[src/rtl/core/gsr_pkg.sv]
// Shared types, constants and GF(256) arithmetic for the Shamir recombiner.
package gsr_pkg;

    localparam int SLOT_W     = 4;
    localparam int SLOT_NUM   = 2 ** SLOT_W;
    localparam int CNT_W      = 5;
    localparam int FIFO_DEPTH = 4;
    localparam logic [CNT_W-1:0] SHARE_COUNT_RST = CNT_W'(16);
    localparam logic [8:0] GF_POLY = 9'h11d;

    typedef enum logic [1:0] {
        CMD_SET_X,
        CMD_MAC,
        CMD_FLUSH
    } t_cmd;

    typedef struct packed {
        t_cmd              kind;
        logic [SLOT_W-1:0] slot;
        logic [7:0]        data;
        logic              last_share;
        logic              last_byte;
    } t_cmd_req;

    typedef enum logic [2:0] {
        ST_IDLE,
        ST_XI,
        ST_LOOP,
        ST_WEIGHT,
        ST_INV,
        ST_SCALE,
        ST_MAC,
        ST_EMIT
    } t_state;

    // shift-and-add product, reduced by the field polynomial
    function automatic logic [7:0] gf_mul(input logic [7:0] a, input logic [7:0] b);
        logic [8:0] x;
        logic [7:0] r;
        x = {1'b0, a};
        r = 8'h00;
        for (int k = 0; k < 8; k++) begin
            if (b[k]) begin
                r = r ^ x[7:0];
            end
            x = {x[7:0], 1'b0};
            if (x[8]) begin
                x = x ^ GF_POLY;
            end
        end
        return r;
    endfunction

endpackage

[src/rtl/core/gf256_shamir_recombine.sv]
// Shamir share recombiner over GF(256), polynomial 0x11d: top level.
// Requests enter through push/full and results leave through empty/pop. A
// coordinate write is stored by the back part straight from the queue. A
// share byte for a live slot runs the weight sequencer: one table read per
// slot below share_count (capped at the table size), seven
// square-and-multiply steps for the inverse, then scale and accumulate; a
// byte that closes a position then emits its result. A flush-only byte goes
// straight to emitting. Up to four requests queue between the front and back
// parts, so the input keeps taking requests while the back part works.
// share_count must be written only while the block is idle.
module gf256_shamir_recombine
    import gsr_pkg::*;
#(
    parameter int MAX_SHARES = 16
) (
    input  logic              i_clk,
    input  logic              i_rst_n,
    input  logic              i_cfg_we,
    input  logic [CNT_W-1:0]  i_cfg_data,
    input  logic              push,
    output logic              full,
    input  logic              i_opcode,
    input  logic [SLOT_W-1:0] i_slot,
    input  logic [7:0]        i_data_byte,
    input  logic              i_last_share,
    input  logic              i_last_byte,
    output logic              empty,
    input  logic              pop,
    output logic [7:0]        o_secret_byte,
    output logic              o_secret_last
);

    logic [CNT_W-1:0] r_share_count;
    logic             q_push;
    logic             q_full;
    logic             q_pop;
    logic             q_empty;
    t_cmd_req         q_wr_req;
    t_cmd_req         q_rd_req;

    always_ff @(posedge i_clk) begin
        if (!i_rst_n) begin
            r_share_count <= SHARE_COUNT_RST;
        end else if (i_cfg_we) begin
            r_share_count <= i_cfg_data;
        end
    end

    gsr_front #(
        .MAX_SHARES (MAX_SHARES)
    ) u_front (
        .i_clk         (i_clk),
        .i_rst_n       (i_rst_n),
        .i_share_count (r_share_count),
        .push          (push),
        .full          (full),
        .i_opcode      (i_opcode),
        .i_slot        (i_slot),
        .i_data_byte   (i_data_byte),
        .i_last_share  (i_last_share),
        .i_last_byte   (i_last_byte),
        .o_q_push      (q_push),
        .o_q_req       (q_wr_req),
        .i_q_full      (q_full)
    );

    gsr_fifo u_fifo (
        .i_clk   (i_clk),
        .i_rst_n (i_rst_n),
        .i_push  (q_push),
        .i_req   (q_wr_req),
        .o_full  (q_full),
        .i_pop   (q_pop),
        .o_req   (q_rd_req),
        .o_empty (q_empty)
    );

    gsr_back #(
        .MAX_SHARES (MAX_SHARES)
    ) u_back (
        .i_clk         (i_clk),
        .i_rst_n       (i_rst_n),
        .i_share_count (r_share_count),
        .i_q_req       (q_rd_req),
        .i_q_empty     (q_empty),
        .o_q_pop       (q_pop),
        .empty         (empty),
        .pop           (pop),
        .o_secret_byte (o_secret_byte),
        .o_secret_last (o_secret_last)
    );

endmodule

[src/rtl/core/gsr_fifo.sv]
// Short request queue between the front and back parts.
module gsr_fifo
    import gsr_pkg::*;
(
    input  logic     i_clk,
    input  logic     i_rst_n,
    input  logic     i_push,
    input  t_cmd_req i_req,
    output logic     o_full,
    input  logic     i_pop,
    output t_cmd_req o_req,
    output logic     o_empty
);

    localparam int PW = $clog2(FIFO_DEPTH);

    t_cmd_req      r_mem [FIFO_DEPTH];
    logic [PW:0]   r_wr_ptr;
    logic [PW:0]   r_rd_ptr;

    assign o_empty = (r_wr_ptr == r_rd_ptr);
    assign o_full  = (r_wr_ptr[PW] != r_rd_ptr[PW]) &&
                     (r_wr_ptr[PW-1:0] == r_rd_ptr[PW-1:0]);
    assign o_req   = r_mem[r_rd_ptr[PW-1:0]];

    always_ff @(posedge i_clk) begin
        if (!i_rst_n) begin
            r_wr_ptr <= '0;
            r_rd_ptr <= '0;
        end else begin
            if (i_push && !o_full) begin
                r_wr_ptr <= r_wr_ptr + 1'b1;
            end
            if (i_pop && !o_empty) begin
                r_rd_ptr <= r_rd_ptr + 1'b1;
            end
        end
    end

    always_ff @(posedge i_clk) begin
        if (i_push && !o_full) begin
            r_mem[r_wr_ptr[PW-1:0]] <= i_req;
        end
    end

endmodule

[src/rtl/core/gsr_front.sv]
// Front part: takes input requests, classifies them and drops those with no effect.
module gsr_front
    import gsr_pkg::*;
#(
    parameter int MAX_SHARES = 16
) (
    input  logic              i_clk,
    input  logic              i_rst_n,
    input  logic [CNT_W-1:0]  i_share_count,
    input  logic              push,
    output logic              full,
    input  logic              i_opcode,
    input  logic [SLOT_W-1:0] i_slot,
    input  logic [7:0]        i_data_byte,
    input  logic              i_last_share,
    input  logic              i_last_byte,
    output logic              o_q_push,
    output t_cmd_req          o_q_req,
    input  logic              i_q_full
);

    logic     r_valid;
    t_cmd_req r_req;
    logic     n_valid;
    t_cmd_req n_req;
    logic     keep;
    logic     accept;
    logic     slot_active;

    assign o_q_push = r_valid;
    assign o_q_req  = r_req;
    assign full     = r_valid && i_q_full;
    assign accept   = push && !full;

    // slot below both the programmed count and the table size
    assign slot_active = ({1'b0, i_slot} < i_share_count) && (int'(i_slot) < MAX_SHARES);

    always_comb begin
        n_req.slot       = i_slot;
        n_req.data       = i_data_byte;
        n_req.last_share = i_last_share;
        n_req.last_byte  = i_last_byte;
        n_req.kind       = CMD_FLUSH;
        keep             = 1'b0;
        if (!i_opcode) begin
            n_req.kind = CMD_SET_X;
            keep       = int'(i_slot) < MAX_SHARES;
        end else if (slot_active && (i_data_byte != 8'h00)) begin
            n_req.kind = CMD_MAC;
            keep       = 1'b1;
        end else begin
            n_req.kind = CMD_FLUSH;
            keep       = i_last_share;
        end
    end

    always_comb begin
        n_valid = r_valid && i_q_full;
        if (accept && keep) begin
            n_valid = 1'b1;
        end
    end

    always_ff @(posedge i_clk) begin
        if (!i_rst_n) begin
            r_valid <= 1'b0;
        end else begin
            r_valid <= n_valid;
        end
    end

    always_ff @(posedge i_clk) begin
        if (accept && keep) begin
            r_req <= n_req;
        end
    end

endmodule

[src/rtl/core/gsr_back.sv]
// Back part: coordinate table, Lagrange weight sequencer, accumulator and result register.
module gsr_back
    import gsr_pkg::*;
#(
    parameter int MAX_SHARES = 16
) (
    input  logic             i_clk,
    input  logic             i_rst_n,
    input  logic [CNT_W-1:0] i_share_count,
    input  t_cmd_req         i_q_req,
    input  logic             i_q_empty,
    output logic             o_q_pop,
    output logic             empty,
    input  logic             pop,
    output logic [7:0]       o_secret_byte,
    output logic             o_secret_last
);

    localparam int DEPTH = (MAX_SHARES < SLOT_NUM) ? MAX_SHARES : SLOT_NUM;
    localparam int IW    = $clog2(DEPTH);

    t_state          r_state;
    t_state          n_state;
    t_cmd_req        r_req;
    logic [7:0]      r_xmem [DEPTH];
    logic [DEPTH-1:0] r_xvld;
    logic [7:0]      r_rd_data;
    logic [IW-1:0]   rd_addr;
    logic            mem_we;
    logic [7:0]      r_xi;
    logic [7:0]      r_top;
    logic [7:0]      r_bot;
    logic [IW-1:0]   r_j;
    logic [2:0]      r_k;
    logic [7:0]      r_base;
    logic [7:0]      r_inv;
    logic [7:0]      r_w;
    logic [7:0]      r_acc;
    logic            r_ovld;
    logic [7:0]      r_obyte;
    logic            r_olast;
    logic            out_load;
    logic [CNT_W-1:0] lim;
    logic            loop_last;

    assign lim       = (i_share_count > CNT_W'(DEPTH)) ? CNT_W'(DEPTH) : i_share_count;
    assign loop_last = (CNT_W'(r_j) + 1'b1) == lim;

    assign empty         = !r_ovld;
    assign o_secret_byte = r_obyte;
    assign o_secret_last = r_olast;

    // next state
    always_comb begin
        n_state = r_state;
        unique case (r_state)
            ST_IDLE: begin
                if (!i_q_empty) begin
                    unique case (i_q_req.kind)
                        CMD_SET_X: n_state = ST_IDLE;
                        CMD_MAC:   n_state = ST_XI;
                        default:   n_state = ST_EMIT;
                    endcase
                end
            end
            ST_XI: begin
                if (r_rd_data == 8'h00) begin
                    n_state = r_req.last_share ? ST_EMIT : ST_IDLE;
                end else begin
                    n_state = ST_LOOP;
                end
            end
            ST_LOOP:   n_state = loop_last ? ST_WEIGHT : ST_LOOP;
            ST_WEIGHT: n_state = ST_INV;
            ST_INV:    n_state = (r_k == 3'd6) ? ST_SCALE : ST_INV;
            ST_SCALE:  n_state = ST_MAC;
            ST_MAC:    n_state = r_req.last_share ? ST_EMIT : ST_IDLE;
            ST_EMIT:   n_state = out_load ? ST_IDLE : ST_EMIT;
            default:   n_state = ST_IDLE;
        endcase
    end

    // outputs
    always_comb begin
        o_q_pop  = 1'b0;
        mem_we   = 1'b0;
        rd_addr  = '0;
        out_load = 1'b0;
        unique case (r_state)
            ST_IDLE: begin
                o_q_pop = !i_q_empty;
                mem_we  = !i_q_empty && (i_q_req.kind == CMD_SET_X);
                rd_addr = i_q_req.slot[IW-1:0];
            end
            ST_LOOP: rd_addr = r_j + 1'b1;
            ST_EMIT: out_load = !r_ovld || pop;
            default: rd_addr = '0;
        endcase
    end

    always_ff @(posedge i_clk) begin
        if (!i_rst_n) begin
            r_state <= ST_IDLE;
            r_xvld  <= '0;
            r_acc   <= 8'h00;
            r_ovld  <= 1'b0;
        end else begin
            r_state <= n_state;
            if (mem_we) begin
                r_xvld[i_q_req.slot[IW-1:0]] <= 1'b1;
            end
            if (r_state == ST_MAC) begin
                r_acc <= r_acc ^ gf_mul(r_req.data, r_w);
            end else if (out_load) begin
                r_acc <= 8'h00;
            end
            if (out_load) begin
                r_ovld <= 1'b1;
            end else if (pop) begin
                r_ovld <= 1'b0;
            end
        end
    end

    // coordinate table; an entry never written reads as empty
    always_ff @(posedge i_clk) begin
        if (mem_we) begin
            r_xmem[i_q_req.slot[IW-1:0]] <= i_q_req.data;
        end
        r_rd_data <= r_xvld[rd_addr] ? r_xmem[rd_addr] : 8'h00;
    end

    always_ff @(posedge i_clk) begin
        if (o_q_pop) begin
            r_req <= i_q_req;
        end
        if (out_load) begin
            r_obyte <= r_acc;
            r_olast <= r_req.last_byte;
        end
        case (r_state)
            ST_XI: begin
                r_xi  <= r_rd_data;
                r_top <= 8'h01;
                r_bot <= 8'h01;
                r_j   <= '0;
            end
            ST_LOOP: begin
                // equal coordinates (own slot included) and empty slots are skipped
                if ((r_rd_data != 8'h00) && (r_rd_data != r_xi)) begin
                    r_top <= gf_mul(r_top, r_rd_data);
                    r_bot <= gf_mul(r_bot, r_xi ^ r_rd_data);
                end
                r_j <= r_j + 1'b1;
            end
            ST_WEIGHT: begin
                r_base <= gf_mul(r_bot, r_bot);
                r_inv  <= 8'h01;
                r_k    <= 3'd0;
            end
            ST_INV: begin
                // b^254 = b^2 * b^4 * ... * b^128
                r_inv  <= gf_mul(r_inv, r_base);
                r_base <= gf_mul(r_base, r_base);
                r_k    <= r_k + 1'b1;
            end
            ST_SCALE: r_w <= gf_mul(r_top, r_inv);
            default: ;
        endcase
    end

endmodule

[config.mk]
export PLATFORM = sky130hd
export DESIGN_NAME = gf256_shamir_recombine
export DESIGN_NICKNAME = d
export VERILOG_FILES = /design/src/rtl/core/gsr_pkg.sv /design/src/rtl/core/gf256_shamir_recombine.sv /design/src/rtl/core/gsr_fifo.sv /design/src/rtl/core/gsr_front.sv /design/src/rtl/core/gsr_back.sv
export SDC_FILE = /design/constraint.sdc
export NUM_CORES = 1
export LEC_CHECK = 0
export ABC_AREA = 1
export BUFFER_PORTS_ARGS = -buffer_cell sky130_fd_sc_hd__buf_2
export CAP_MARGIN = 40
export CORE_MARGIN = 2
export CORE_UTILIZATION = 53
export DETAILED_ROUTE_END_ITERATION = 10
export GPL_ROUTABILITY_DRIVEN = 0
export MAX_ROUTING_LAYER = met4
export PLACE_DENSITY = 0.76
export REMOVE_ABC_BUFFERS = 1
export SYNTH_ARGS = -nofsm -noshare
export SYNTH_HDL_FRONTEND = slang
export SYNTH_SLANG_ARGS = --single-unit
[constraint.sdc]
create_clock -name i_clk -period 3.45 [get_ports i_clk]
set_input_delay 0.1725 -clock i_clk [delete_from_list [all_inputs] [get_ports i_clk]]
set_output_delay 0.1725 -clock i_clk [all_outputs]
set_load 0.05 [all_outputs]
## Word-level counts from Yosys, hierarchy flattened

Memories as Yosys holds them, arrays and structs flattened. A register that Yosys moved wholly into a read port is not among the register bits.
Cells that the tools add are included.

- Register bits after elaboration: 130
- Bits in writable memories: 192
- Input bits: 25
- Output and inout bits: 11
- Logic and storage cells: 463
- Memories: 2

Memory list:

| memory | depth | bits a word | rd ports | clocked after memory_dff | write ports | line | text |
|---|---|---|---|---|---|---|---|
| u_back.r_xmem | 16 | 8 | 1 | 1 | 1 | gsr_back.sv:25 | `logic [7:0] r_xmem [DEPTH];` |
| u_fifo.r_mem | 4 | 16 | 1 | 1 | 1 | gsr_fifo.sv:17 | `t_cmd_req r_mem [FIFO_DEPTH];` |

- $add $sub $neg: 5
- $lt $le $gt $ge: 5
- Equal/unequal tests: 16
- Muxes and demuxes: 284
- Bitwise gates (word level): 99
- Reduce and logical (&&, ||, !) cells: 26

Operator list:

| cell | count |
|---|---|
| two-way mux 8 bit | 202 |
| XOR 8 bit | 51 |
| two-way mux 5 bit | 48 |
| inverter 4 bit | 47 |
| one-hot mux 8 bit (2 select lines) | 4 |
| one-hot mux 3 bit (8 select lines) | 1 |
| two-way mux 1 bit | 16 |
| bitwise OR 16 bit | 1 |
| one-hot mux 4 bit (2 select lines) | 2 |
| nonzero test 8 bit | 2 |
| equality test 3 bit (second input constant) | 5 |
| two-way mux 3 bit | 4 |
| one-hot mux 3 bit (2 select lines) | 2 |
| logical AND 1 bit | 10 |
| < comparator 4 x 5 -> 1 bit (second input constant) | 2 |
| adder 3 x 1 -> 3 bit (second input constant) | 3 |
| zero test 8 bit | 1 |
| inequality test 8 bit | 1 |
| nonzero test 2 bit | 4 |
| equality test 3 x 2 -> 1 bit (second input constant) | 2 |
| two-way mux 2 bit | 3 |
| adder 4 x 1 -> 5 bit (second input constant) | 1 |
| equality test 5 bit | 1 |
| > comparator 5 bit (second input constant) | 1 |
| 17 further kinds | 21 |

## Longest topological paths before layout

- Depth in word-level cells: 34
- Depth in mapped cells: 19
- Depth with buffers taken out: 19

## By module

Synthesis repeated with hierarchy kept, for this count alone.

- Cell total of the unflattened synthesis: 2,673
- Area, all modules: 21,271.7 um^2

Modules (own cells, without submodules):

| module | times used | cells each | area each (um^2) | seq. area each (um^2) |
|---|---|---|---|---|
| gsr_back | 1 | 2,350 | 17,451.7 | 6,786.5 |
| gsr_fifo | 1 | 229 | 2,856.5 | 2,082.0 |
| gsr_front | 1 | 64 | 750.7 | 500.5 |
| gf256_shamir_recombine | 1 | 30 | 212.7 | 100.1 |

## Worst setup path after synthesis

Ideal clock, no wire load.

- Path kind: flip-flop to flip-flop
- Start point: register u_back.r_rd_data[5] (read register of u_back.r_xmem)
- End point: register u_back.r_bot[0] (enable)
- Library setup time: 0.411 ns
- Arrival time: 2.110 ns
- Required time: 3.039 ns
- Slack: 0.929 ns
- Cell stages (with the launch flop): 7
- Buffers on the path: 1
- Clock period less this slack: 2.521 ns
- Cells stage by stage: dfxtp_1 > buf_4 > xor2_2 > inv_1 > nand4_1 > o21ai_0 > o21ai_0

- Word-level cells in the longest chain between the ends: 4
- Elaborated cells between the ends (all ways): 5
- Classes of those cells: eq/ne: 2; reduce/logical: 3

RTL lines:

| item | line | text |
|---|---|---|
| from (decl) | gsr_back.sv:27 | `logic [7:0] r_rd_data;` |
| inequality test 8 bit or nonzero test 8 bit (tied branches) | gsr_back.sv:150 | `if ((r_rd_data != 8'h00) && (r_rd_data != r_xi)) begin` |
| logical AND 1 bit (*) | gsr_back.sv:150 |  |
| inequality test 2 x 1 -> 1 bit (no line) (*) | -- |  |
| AND reduction 2 bit (no line) (*) | -- |  |
| to (signal assigned) | gsr_back.sv:152 | `r_bot <= gf_mul(r_bot, r_xi ^ r_rd_data);` |
| to (decl) | gsr_back.sv:32 | `logic [7:0] r_bot;` |

Every way passes the cells marked *; elsewhere a longest branch is shown, timed or not.
A chain may end at the register's enable or synchronous reset.

## Final worst setup path

- Start point: register u_back.r_bot[6]
- End point: register u_back.r_bot[5] (data pin)

- Word-level cells in the longest chain between the ends: 27
- Elaborated cells between the ends (all ways): 43
- Classes of those cells: mux: 34; bitwise: 9

RTL lines:

| item | line | text |
|---|---|---|
| two-way mux 8 bit (*) | gsr_back.sv:150 |  |
| two-way mux 8 bit (*) | gsr_back.sv:141 | `case (r_state)` |
| two-way mux 5 bit (*) | gsr_pkg.sv:47 | `if (x[8]) begin` |
| two-way mux 8 bit (*) | gsr_back.sv:150 |  |
| two-way mux 8 bit (*) | gsr_back.sv:141 |  |
| two-way mux 8 bit (*) | gsr_back.sv:150 |  |
| two-way mux 8 bit (*) | gsr_back.sv:141 |  |
| XOR 8 bit or two-way mux 8 bit (tied branches) | gsr_pkg.sv:44, gsr_back.sv:150 |  |
| (+11 left out) | -- |  |
| XOR 8 bit | gsr_pkg.sv:44 | `r = r ^ x[7:0];` |
| two-way mux 8 bit | gsr_pkg.sv:43 | `if (b[k]) begin` |
| two-way mux 8 bit | gsr_back.sv:150 |  |
| two-way mux 8 bit | gsr_back.sv:141 |  |
| XOR 8 bit | gsr_pkg.sv:44 |  |
| two-way mux 8 bit (*) | gsr_pkg.sv:43 |  |
| two-way mux 8 bit (*) | gsr_back.sv:150 |  |
| one-hot mux 8 bit (2 select lines) (*) | gsr_back.sv:141 |  |

Every way passes the cells marked *; elsewhere a longest branch is shown, timed or not. The select of a mux whose other input is x is not followed.

==> qor.txt <==
area of the core: 38800 um2
top cell type's share of synthesized area: 40.5%
worst-case clock buffer depth: 3
# rows: 72
chip height: 203 um
minimum clock period after layout: 2.96 ns
CP endpoint kind: flop
setup TNS: 0 ns
synthesis-to-finish area growth: 10.1%
commonest non-fill, non-tap cell in the layout: nand2_1
worst-path cell chain: ha_1 -> inv_1 -> nand2_1 -> nand2_1 -> nand2_1 -> nand2_1 -> inv_1 -> nor2_1 -> xnor2_1 -> inv_1 -> nand2_1 -> nand3_1 -> a21oi_1 -> nor2_1
vias in the first global route: 16800
ANT nets after route: 0
DR WL/cell: 15.9 um
min-delay worst type: input pin to flop
CP delay by family, top: simple AND/OR/NAND/NOR gates
max incr delay on CP: 0.70 ns
Buffers on Ports: 35
final net count: 2701
layout cells sized above 1: 7.47%
CTS buffer count: 37
Max Cap Viol: 0
Via density: 5.49
r2r startpoint: u_back.r_bot[6]
Mapped Avg Cell Area: 8.01 um2
RSZ-0062 raised after global routing: false
Post-synth EDFFs: 282
Worst-Skew Late Latency: 0.56 ns
WP depth: 14
hold violation count in the final report: 0
area leader, netlist: edfxtp_1
max_slew headroom: 42.9%
Netlist cell types: 51
Post-CTS Resized: 0
crit path from: u_back.r_bot[6]
Mapped Cells: 2613
placed wire-length estimate: 35000 um
Critical Path RT: 3.76 ns
slowest cell on the critical path: edfxtp_1
fin crit share: 85.7%
Worst-path clk slew: 0.06 ns
number of synthesized register bits: 332
overall global routing resource usage: 25.7%
register area share after synthesis: 45.2%
end of the worst register-to-register path: u_back.r_bot[5]
io pins: 36
placed cells: 3112
DR vias: 17600
First-pass DRT Iterations: 8
max frequency: 338 MHz
clock sinks: 332
depth of the CTS H-tree: 2
critical path arrival: 3.27 ns
Initial Utilization: 53.9%
Die X: 203 um
worst-margin pin slew: 0.856 ns
antenna diode count: 0
number of buffers added for setup after CTS: 0
Worst path most repeated cell: nand2_1
die area: 41100 um2
reg2reg setup slack: 0.49 ns
final setup fails: 0
final wirelength: 51100 um
Post-synth ARST share: 0%
Setup CP Type: flop to flop
skew final: 0.0214 ns
YS warnings: 0
Iteration-0 DRC Markers: 1763
pin count of the biggest net entering global routing: 73
first-pass GRT wire length: 83500 um
antenna violations before repair: 0
Worst setup endpoint: u_back.r_bot[5]
top post-synthesis cells by area: edfxtp_1 (40%), nand2_1 (13%), xor2_1 (6.1%)
detailed-route DRC error count: 0
Crit Path Max Fanout: 13
grt ovf: 0
Final Instance Count excl. Fillers: 3208
Startpoint Class: flop
Cell Area, Synth: 20900 um2
Main synth FF type: edfxtp_1
CP bufs+invs: 3
CTS Root Buffer Type: clkbuf_16
outcome: complete, no violations
FF-to-FF path depth: 14
most frequent cells in the layout: nand2_1 (752), edfxtp_1 (282), nor2_1 (267)
CTS tree: built
Slew Limit Fails: 0
cell usage after synthesis, types with 3 or more instances:
library cell / count
inv_2: 25
o21ai_0: 118
o21ai_1: 18
xnor2_1: 142
inv_1: 258
clkbuf_1: 23
or2_2: 5
a21oi_1: 119
edfxtp_1: 282
o22ai_1: 11
nand2_4: 3
buf_6: 5
nand3_1: 166
o21bai_1: 3
xor2_2: 5
xor2_1: 145
nand2_1: 752
nor3_1: 7
nand2_2: 20
buf_2: 50
nor2_1: 267
or2_1: 5
buf_4: 16
nand3b_1: 17
dfxtp_1: 50
ha_1: 15
nor4_1: 4
o211ai_1: 38
nand4_1: 16
layer usage:
| metal | GRT usage, % | vias to the layer above | routed length [um] |
|---|---|---|---|
| li1 | - | 8558 | - |
| met1 | 32.8 | 8133 | 21500 |
| met2 | 41.7 | 775 | 23900 |
| met3 | 3.74 | 138 | 4030 |
| met4 | 9.49 | 0 | 1620 |
| met5 | - | - | 0 |
worst min-delay path by stage:
stage	startpoint	to	slack, ns	cells after the start
floorplan	i_last_byte	u_front.o_q_req[0]	0.27	0
global placement	i_last_byte	u_front.o_q_req[0]	0.35	1
detailed placement	i_last_byte	u_front.o_q_req[0]	0.35	1
CTS	i_rst_n	u_back.r_acc[4]	0.04	3
global route	i_rst_n	u_back.r_acc[7]	0.09	3
finish	i_rst_n	u_fifo.r_rd_ptr[2]	0.06	3
sequential cells by signal, summed over array words and instances (netlist names), 4 cells and up, named ones only:
name	count
u_back.r_xmem	128
u_back.r_bot	8
u_back.r_inv	8
u_back.r_xi	8
u_back.o_secret_byte	8
r_share_count	5
u_back.r_w	8
u_back.r_acc	8
u_back.r_base	8
u_back.r_req	10
u_front.o_q_req	16
u_back.r_j	4
u_back.r_top	8
u_fifo.r_mem	64
u_back.r_xvld	16
u_back.r_rd_data	8
final cells by class:
class,count,area [um2]
Clock buffer,46,980
Clock inverter,22,223
Fill cell,3279,15800
Timing Repair Buffer,105,796
Sequential cell,332,9470
Inverter,284,1070
Multi-Input combinational cell,1901,9880
Tap cell,518,648
stage by stage:
step	hold WS (ns)	setup slack (ns)	cell area [um2]	util, %
detailed placement	0.351	0.645	21600	55.6
global placement	0.352	0.730	21600	55.6
finish	0.0601	0.493	23100	59.4
floorplan	0.271	0.576	20400	-
CTS	0.0357	0.599	23100	59.4
global route	0.0872	0.314	23100	59.4
logic make-up (layout without fill, tap and decap cells):
family	after synthesis	count (layout)	synth area share, %
flops	332	332	45.2
simple gates	1272	1272	25.1
fa+ha+maj	15	15	0.897
compound gates	319	319	8.48
buf+inv	380	457	7.58
xor+xnor	295	295	12.7
worst reg2reg max path: stages (launching register included):
cell and delay (ns):
edfxtp_1 0.70, ha_1 0.38, inv_1 0.11, nand2_1 0.12, nand2_1 0.21, nand2_1 0.07
nand2_1 0.18, inv_1 0.16, nor2_1 0.15, xnor2_1 0.15, inv_1 0.08, nand2_1 0.10
nand3_1 0.09, a21oi_1 0.17, nor2_1 0.06
repair_timing:
item	CTS	global route
setup endpoints to repair	0	0
hold endpoints to repair	23	0
hold buffers	28	0
Power is not shown: default switching activity piles up to over one toggle a cycle in this logic, so the estimate is an artifact.
